File: src/rtl/cap_pkg.sv
package cap_pkg;
  localparam int FracBits = 12;
  localparam int GravFrac = 12;
  localparam logic [6:0] Soften = 7'd120;
  localparam logic [11:0] Gain = 12'd2200;
  localparam logic [15:0] DampQ16 = 16'd65012;
  localparam logic [23:0] Max24 = 24'h7FFFFF;
  localparam logic [23:0] Min24 = 24'h800000;

  typedef enum logic {
    CMD_TICK = 1'b0,
    CMD_LOAD = 1'b1
  } cmd_code_t;

  localparam logic [1:0] RegCenterX = 2'd0;
  localparam logic [1:0] RegCenterY = 2'd1;
  localparam logic [1:0] RegGravity = 2'd2;

  typedef struct packed {
    logic               cmd;
    logic signed [23:0] load_x;
    logic signed [23:0] load_y;
    logic signed [23:0] load_vx;
    logic signed [23:0] load_vy;
    logic        [8:0]  load_life;
  } in_item_t;

  typedef struct packed {
    logic signed [23:0] pos_x;
    logic signed [23:0] pos_y;
    logic        [8:0]  life_left;
    logic               alive;
  } out_item_t;

  typedef enum logic [3:0] {
    ST_IDLE,
    ST_SQX,
    ST_SQY,
    ST_SQRT,
    ST_DIVF,
    ST_DIVNX,
    ST_MULX,
    ST_DIVNY,
    ST_MULY,
    ST_DAMPX,
    ST_DAMPY,
    ST_POS,
    ST_OUT
  } state_t;
endpackage

File: src/rtl/central_attractor_particle_step.sv
// Channel  | Direction | Handshake           | Payload
// in       | input     | in_valid/in_stall   | in_item_t
// out      | output    | out_valid/out_stall | out_item_t
// cfg      | input     | APB (psel/penable)  | center_x, center_y, gravity
// A load goes straight to ST_OUT. A tick holds the input closed through the
// 50-bit square root (25 steps) and three 64-step restoring divisions that
// run one bit per cycle (the divisions in one shared unit) and dominate.
// Reset is synchronous; it clears state, center, out_valid; gravity=4096.
// in_stall is high from acceptance until the result enters the output
// register; a result still waiting there holds the sequencer in ST_OUT.
module central_attractor_particle_step (
  input  logic              clk,
  input  logic              rst,
  input  logic              in_valid,
  output logic              in_stall,
  input  cap_pkg::in_item_t in_data,
  output logic              out_valid,
  input  logic              out_stall,
  output cap_pkg::out_item_t out_data,
  input  logic              psel,
  input  logic              penable,
  input  logic              pwrite,
  input  logic [3:0]        paddr,
  input  logic [31:0]       pwdata,
  output logic [31:0]       prdata,
  output logic              pready
);
  import cap_pkg::*;

  logic signed [23:0] center_x, center_y;
  logic [15:0] gravity;
  logic signed [23:0] position_x, position_y, velocity_x, velocity_y;
  logic [8:0] life_count;
  state_t state, state_next;

  // shared datapath registers
  logic [47:0] sq_x;        // dx*dx
  logic [49:0] dsq;         // softened distance squared
  logic [24:0] root;
  logic [24:0] pull_f;      // gravity term, stays below 2^22
  logic [35:0] norm;
  logic signed [23:0] dxr, dyr;
  logic [63:0] rem;         // division remainder
  logic [63:0] quo;
  logic [63:0] dvd;         // dividend shifting in
  logic [63:0] dvs;
  logic [6:0] cnt;
  logic [48:0] sq_r;        // sqrt remainder

  logic cfg_wr;
  assign pready = 1'b1;
  assign cfg_wr = psel && penable && pwrite;

  always_comb begin
    unique case (paddr[3:2])
      RegCenterX: prdata = {{8{center_x[23]}}, center_x};
      RegCenterY: prdata = {{8{center_y[23]}}, center_y};
      RegGravity: prdata = {16'd0, gravity};
      default:    prdata = 32'd0;
    endcase
  end

  always_ff @(posedge clk) begin
    if (rst) begin
      center_x <= '0;
      center_y <= '0;
      gravity  <= 16'd4096;
    end else if (cfg_wr && paddr[1:0] == 2'b00) begin
      unique case (paddr[3:2])
        RegCenterX: center_x <= pwdata[23:0];
        RegCenterY: center_y <= pwdata[23:0];
        RegGravity: gravity  <= pwdata[15:0];
        default: ;
      endcase
    end
  end

  // offsets and magnitudes
  logic signed [24:0] dx_w, dy_w;
  logic [24:0] mx, my;
  assign dx_w = 25'(center_x) - 25'(position_x);
  assign dy_w = 25'(center_y) - 25'(position_y);
  assign mx = dx_w[24] ? 25'(-dx_w) : dx_w;
  assign my = dy_w[24] ? 25'(-dy_w) : dy_w;
  logic signed [24:0] dxs, dys;
  assign dxs = 25'(dxr);

  // shared multiplier: one 36x25 product
  logic [35:0] mul_a;
  logic [24:0] mul_b;
  logic [60:0] mul_p;
  assign mul_p = 61'(mul_a) * 61'(mul_b);

  // softened distance squared
  logic [49:0] dsq_w;
  assign dsq_w = 50'(sq_x) + 50'(mul_p[47:0]) + (50'(Soften) << (2 * FracBits));

  // one restoring division step
  logic [64:0] trial;
  logic [63:0] rem_sh;
  assign rem_sh = {rem[62:0], dvd[63]};
  assign trial = {1'b0, rem_sh} - {1'b0, dvs};

  // sqrt step
  logic [50:0] sq_trial;
  logic [50:0] sq_rsh;
  assign sq_rsh = {sq_r, dvd[63:62]};
  assign sq_trial = sq_rsh - {24'd0, root, 2'b01};

  logic acc_neg;
  assign dys = 25'(dyr);

  logic in_acc, out_acc;
  assign in_acc  = in_valid && !in_stall;
  assign out_acc = out_valid && !out_stall;
  assign in_stall = (state != ST_IDLE);

  // saturating helper
  function automatic logic [23:0] sat24(input logic signed [25:0] v);
    if (v > 26'sd8388607) return Max24;
    else if (v < -26'sd8388608) return Min24;
    else return v[23:0];
  endfunction

  logic signed [25:0] vsum;
  logic [60:0] accm;
  assign accm = mul_p >> FracBits;

  always_comb begin
    mul_a = norm;
    mul_b = pull_f;
    unique case (state)
      ST_SQX: begin mul_a = 36'(mx); mul_b = mx; end
      ST_SQY: begin mul_a = 36'(my); mul_b = my; end
      ST_DAMPX: begin
        mul_a = {12'd0, (velocity_x[23] ? 24'(-velocity_x) : 24'(velocity_x))};
        mul_b = 25'(DampQ16);
      end
      ST_DAMPY: begin
        mul_a = {12'd0, (velocity_y[23] ? 24'(-velocity_y) : 24'(velocity_y))};
        mul_b = 25'(DampQ16);
      end
      default: ;
    endcase
  end

  // signed velocity plus acceleration
  always_comb begin
    acc_neg = (state == ST_MULX) ? dxs[24] : dys[24];
    if (state == ST_MULX)
      vsum = 26'(velocity_x) + (acc_neg ? -26'(accm[25:0]) : 26'(accm[25:0]));
    else
      vsum = 26'(velocity_y) + (acc_neg ? -26'(accm[25:0]) : 26'(accm[25:0]));
    if (accm[60:25] != '0)
      vsum = acc_neg ? -26'sd16777216 : 26'sd16777215;
  end

  logic div_done;
  assign div_done = (cnt == 7'd0);

  // next state
  always_comb begin
    state_next = state;
    unique case (state)
      ST_IDLE:  if (in_acc) state_next = (in_data.cmd == CMD_LOAD) ? ST_OUT : ST_SQX;
      ST_SQX:   state_next = ST_SQY;
      ST_SQY:   state_next = ST_SQRT;
      ST_SQRT:  if (div_done) state_next = ST_DIVF;
      ST_DIVF:  if (div_done) state_next = ST_DIVNX;
      ST_DIVNX: if (div_done) state_next = ST_MULX;
      ST_MULX:  state_next = ST_DIVNY;
      ST_DIVNY: if (div_done) state_next = ST_MULY;
      ST_MULY:  state_next = ST_DAMPX;
      ST_DAMPX: state_next = ST_DAMPY;
      ST_DAMPY: state_next = ST_POS;
      ST_POS:   state_next = ST_OUT;
      ST_OUT:   if (!out_valid || out_acc) state_next = ST_IDLE;
      default:  state_next = ST_IDLE;
    endcase
  end

  always_ff @(posedge clk) begin
    if (rst) state <= ST_IDLE;
    else state <= state_next;
  end

  // output register
  always_ff @(posedge clk) begin
    if (rst) out_valid <= 1'b0;
    else if (state == ST_OUT && (!out_valid || out_acc)) out_valid <= 1'b1;
    else if (out_acc) out_valid <= 1'b0;
  end
  always_ff @(posedge clk) begin
    if (state == ST_OUT && (!out_valid || out_acc)) begin
      out_data.pos_x     <= position_x;
      out_data.pos_y     <= position_y;
      out_data.life_left <= life_count;
      out_data.alive     <= (life_count != 9'd0);
    end
  end

  // datapath sequencer
  always_ff @(posedge clk) begin
    if (rst) begin
      position_x <= '0; position_y <= '0;
      velocity_x <= '0; velocity_y <= '0;
      life_count <= '0;
      cnt <= '0;
    end else begin
      unique case (state)
        ST_IDLE: if (in_acc) begin
          if (in_data.cmd == CMD_LOAD) begin
            position_x <= in_data.load_x; position_y <= in_data.load_y;
            velocity_x <= in_data.load_vx; velocity_y <= in_data.load_vy;
            life_count <= in_data.load_life;
          end
        end
        ST_SQX: begin
          sq_x <= mul_p[47:0];
          dxr  <= dx_w[24] ? -24'sd1 : 24'sd0;
          dyr  <= dy_w[24] ? -24'sd1 : 24'sd0;
        end
        ST_SQY: begin
          dsq  <= dsq_w;
          dvd  <= {dsq_w, 14'd0};
          sq_r <= '0; root <= '0;
          cnt  <= 7'd25;
        end
        ST_SQRT: begin
          if (!div_done) begin
            if (!sq_trial[50]) begin
              sq_r <= sq_trial[48:0]; root <= {root[23:0], 1'b1};
            end else begin
              sq_r <= sq_rsh[48:0]; root <= {root[23:0], 1'b0};
            end
            dvd <= {dvd[61:0], 2'b00};
            cnt <= cnt - 7'd1;
          end else begin
            // gravity term = gravity*Gain << (3F-12) / dsq
            dvd <= 64'(28'(gravity) * 28'(Gain)) << (3 * FracBits - GravFrac);
            dvs <= 64'(dsq);
            rem <= '0; quo <= '0; cnt <= 7'd64;
          end
        end
        ST_DIVF, ST_DIVNX, ST_DIVNY: begin
          if (!div_done) begin
            if (!trial[64]) begin rem <= trial[63:0]; quo <= {quo[62:0], 1'b1}; end
            else begin rem <= rem_sh; quo <= {quo[62:0], 1'b0}; end
            dvd <= {dvd[62:0], 1'b0};
            cnt <= cnt - 7'd1;
          end else begin
            if (state == ST_DIVF) begin
              pull_f <= quo[24:0];
              dvd <= 64'(mx) << FracBits;
            end else begin
              norm <= quo[35:0];
              dvd <= 64'(my) << FracBits;
            end
            dvs <= 64'(root);
            rem <= '0; quo <= '0; cnt <= 7'd64;
          end
        end
        ST_MULX: velocity_x <= sat24(vsum);
        ST_MULY: velocity_y <= sat24(vsum);
        ST_DAMPX: velocity_x <= velocity_x[23] ? -24'(mul_p[39:16]) : 24'(mul_p[39:16]);
        ST_DAMPY: velocity_y <= velocity_y[23] ? -24'(mul_p[39:16]) : 24'(mul_p[39:16]);
        ST_POS: begin
          position_x <= sat24(26'(position_x) + 26'(velocity_x));
          position_y <= sat24(26'(position_y) + 26'(velocity_y));
          if (life_count != 9'd0) life_count <= life_count - 9'd1;
        end
        default: ;
      endcase
    end
  end
endmodule

File: config.mk
export PLATFORM = sky130hd
export DESIGN_NAME = central_attractor_particle_step
export DESIGN_NICKNAME = d
export VERILOG_FILES = /design/src/rtl/cap_pkg.sv /design/src/rtl/central_attractor_particle_step.sv
export SDC_FILE = /design/constraint.sdc
export NUM_CORES = 2
export LEC_CHECK = 0
export BUFFER_PORTS_ARGS = -buffer_cell sky130_fd_sc_hd__buf_2
export CORE_AREA = 2 2 439 441
export CTS_CLUSTER_DIAMETER = 200
export DETAILED_ROUTE_END_ITERATION = 12
export DIE_AREA = 0 0 441 443
export SKIP_CTS_REPAIR_TIMING = 1
export SLEW_MARGIN = 40
export SYNTH_ARGS = -nofsm -noshare
export SYNTH_HDL_FRONTEND = slang
export SYNTH_SLANG_ARGS = --single-unit
export TNS_END_PERCENT = 100
File: constraint.sdc
create_clock -name clk -period 18.55 [get_ports clk]
set_input_delay 1.855 -clock clk [delete_from_list [all_inputs] [get_ports clk]]
set_output_delay 1.855 -clock clk [all_outputs]
set_load 0.02 [all_outputs]
==> results by group <==
STA
  – Worst-Margin Slew: 930 ps
  – Worst-case clock skew: 41.2 ps
  – Total negative setup slack: 0 ps
  – Fin worst setup slack: 1070 ps
  – Hold_ws: 424 ps
  – Final Cycle Share: 94.2%
  – Fin. Hold Viols: 0
  – Final Slew Violations: 0
  – Slew headroom: 37.5%
  – Fmax: 57.2 MHz
  – Tmin final: 17480 ps
  – # setup viols final: 0
  – RSZ-0062 raised after global routing: false

Finish
  – Share of cells above drive strength 1: 7.81%
  – Cell area after layout: 0.0831 mm2
  – Fillers: 18800
  – Final nets: 10200
  – Synth-to-Final Area Change: 9.32%
  – Reg area: 0.0185 mm2
  – Area occupied by multi-input gates: 0.0522 mm2

Placement
  – Dpl hpwl: 213000 um
  – Placer Congestion: 0.992
  – Pre-CTS worst setup slack: 1440 ps
  – Port Buffers: 232
  – Area after DPL: 0.0803 mm2

Critical path
  – Setup CP Type: register to register
  – CP top delay family: adder cells
  – Worst EP required: 19170 ps
  – CP max stage delay: 810 ps
  – WP buf/inv: 4
  – Crit path DAT: 18100 ps
  – CP Max Fanout: 18
  – Crit. End Element: register
  – Worst Setup Start Kind: register
  – Slowest CP cell: o21a_1
  – Cell mode on critical path: fa_1
  – Reg2Reg Setup Slack: 1070 ps

Global routing
  – Largest net degree at the start of global routing: 88
  – Antenna violations before repair: 20
  – Overall Global Routing Usage: 27.5%
  – Vias in the first global route: 64000
  – First-pass GRT wire length: 406000 um
  – Total congestion overflow: 0

Clock tree
  – CTS max path bufs: 3
  – Clock latency on the worst-skew pair: 730 ps
  – CTS H-tree depth: 3
  – CTS tree: built
  – Reg clk slew, reported paths: 60 ps
  – Clk sink count: 675
  – Clock root cell: clkbuf_16
  – Num CTS Buffers: 77

Synthesis
  – Post-synth top area cell: fa_1
  – Area contributors post-synth: fa_1, edfxtp_1, ha_1, inv_1, nand2_1
  – Synth top area share: 21.3%
  – Yosys cell types: 96
  – Register area share after synthesis: 24.3%
  – Mapped Nets: 10200
  – Post-synth ARST share: 0%
  – Most frequent cells after synthesis: inv_1, nand2_1, nor2_1, fa_1, ha_1
  – Top-count cell post-synth: inv_1
  – Yosys reg bits: 675
  – EDFF count, synth: 494
  – Post-synthesis cell count: 8648
  – Synth Flop Type: edfxtp_1
  – Syn Area/Cell: 8.78 um2
  – Yosys Warn Count: 0
  – Cell Area, Synth: 0.0760 mm2

Drt
  – Drt drc: 0
  – Per-cell routed wire length: 24.1 um
  – Antenna Nets Post-Route: 0
  – Vias: 65300
  – Drt initial violations: 6327
  – Drt pass-1 iters: 6
  – Final wirelength: 272000 um
  – Vias per inst: 5.79

Min path
  – Worst hold path class: register to register

Floorplanning
  – Core Area: 0.191 mm2
  – Chip height: 443 um
  – Rows: 161
  – Initial cell density of the core: 39.7%
  – Top Ports: 242
  – Die ar.: 0.195 mm2
  – Die Span X: 441 um

Outcome
  – Status: finished clean

Run
  – Max cap viols: 0
-- state kept, by name, summed over array words and instances (netlist names), 4 cells and up --
register / flops
state: 4
center_x: 24
sq_x: 48
gravity: 16
velocity_y: 24
velocity_x: 24
dvs: 50
dsq: 50
out_data: 58
root: 25
quo: 36
pull_f: 25
rem: 63
center_y: 24
position_y: 24
cnt: 7
norm: 36
life_count: 9
position_x: 24
dvd: 52
sq_r: 49
-- per-stage QoR --
step,util (%),instances
6_report,43.4,11300
3_3_place_gp,41.9,11100
5_1_grt,43.4,11300
4_1_cts,43.4,11300
3_5_place_dp,42.0,11100
2_1_floorplan,-,8648
-- path summary, 6_finish.rpt --
| kind | end | depth (start not counted) | startpoint |
|---|---|---|---|
| worst max-delay path | velocity_y[20] | 53 | position_y[0] |
| worst max register to register | velocity_y[20] | 53 | position_y[0] |
| worst min-delay path | norm[35] | 0 | quo[35] |
| worst min register to register | norm[35] | 0 | quo[35] |
-- final cells by class --
cell class	instances	share of cell area [%]
multi-input combinational	6455	62.9
inverter	1077	4.87
antenna	7	0.0211
clock buffer	91	2.43
timing repair buffer	405	2.99
clock inverter	52	0.777
sequential	675	22.2
tap	2526	3.81
-- worst register-to-register path, delay by kind of cell (launching register included) --
kind | cells | cell delay, ps
adder cells (fa/ha/maj) | 11 | 5180
AND/OR/NAND/NOR | 17 | 4960
AO/OA/AOI/OAI | 15 | 4840
XOR/XNOR | 5 | 1010
buffers and inverters | 4 | 610
flip-flops | 1 | 450
multiplexers | 1 | 320
-- cell usage in the layout (no fill, tap or decap), types with 21 or more instances in the layout --
cell type,synthesis,layout
and2_1,96,94
fa_1,808,808
or3_1,52,51
mux2i_1,43,43
xor2_1,172,171
clkbuf_16,0,77
a211oi_1,69,68
a22oi_1,49,49
buf_2,8,232
a31oi_1,64,62
nand2b_1,88,88
a311oi_1,23,23
or2_2,33,33
edfxtp_1,494,494
o211ai_1,36,36
a2111oi_0,46,42
o22ai_1,66,56
ha_1,572,572
nor3_1,152,145
xnor2_1,271,271
o21ai_0,309,308
and3_1,87,86
nand2_1,1010,1003
o221ai_1,26,24
a221oi_1,22,21
o21bai_1,48,48
nor4_1,35,34
o21a_1,64,63
inv_1,1076,1076
nand3_1,216,215
buf_4,9,166
a21oi_1,526,518
a21o_1,148,147
nor2_1,876,865
o31ai_1,40,40
nand4_1,37,37
nor2b_1,69,68
dfxtp_1,181,178
-- routing by layer --
layer  routed length [um]  vias to the layer above  part of all wire (%)  GRT usage (%)
met5                   93                        -                 0.034              0
met4                13100                       12                   4.8           11.3
met3                23500                      587                   8.6           5.45
met2               123000                     2845                    45           43.2
met1               113000                    32600                    41           37.0
li1                     -                    29300                     -              -
-- cells by family after synthesis --
kind of cell	Yosys count	share of synthesized area, %
adder cells (fa/ha/maj)	1381	30.7
buffers and inverters	1518	7.57
multiplexers	47	0.626
flip-flops	675	24.3
XOR/XNOR	443	5.11
AND/OR/NAND/NOR	2839	16.8
other	1	0.00494
AO/OA/AOI/OAI	1744	14.9
Power is not shown: default switching activity piles up to over one toggle a cycle in this logic, so the estimate is an artifact.
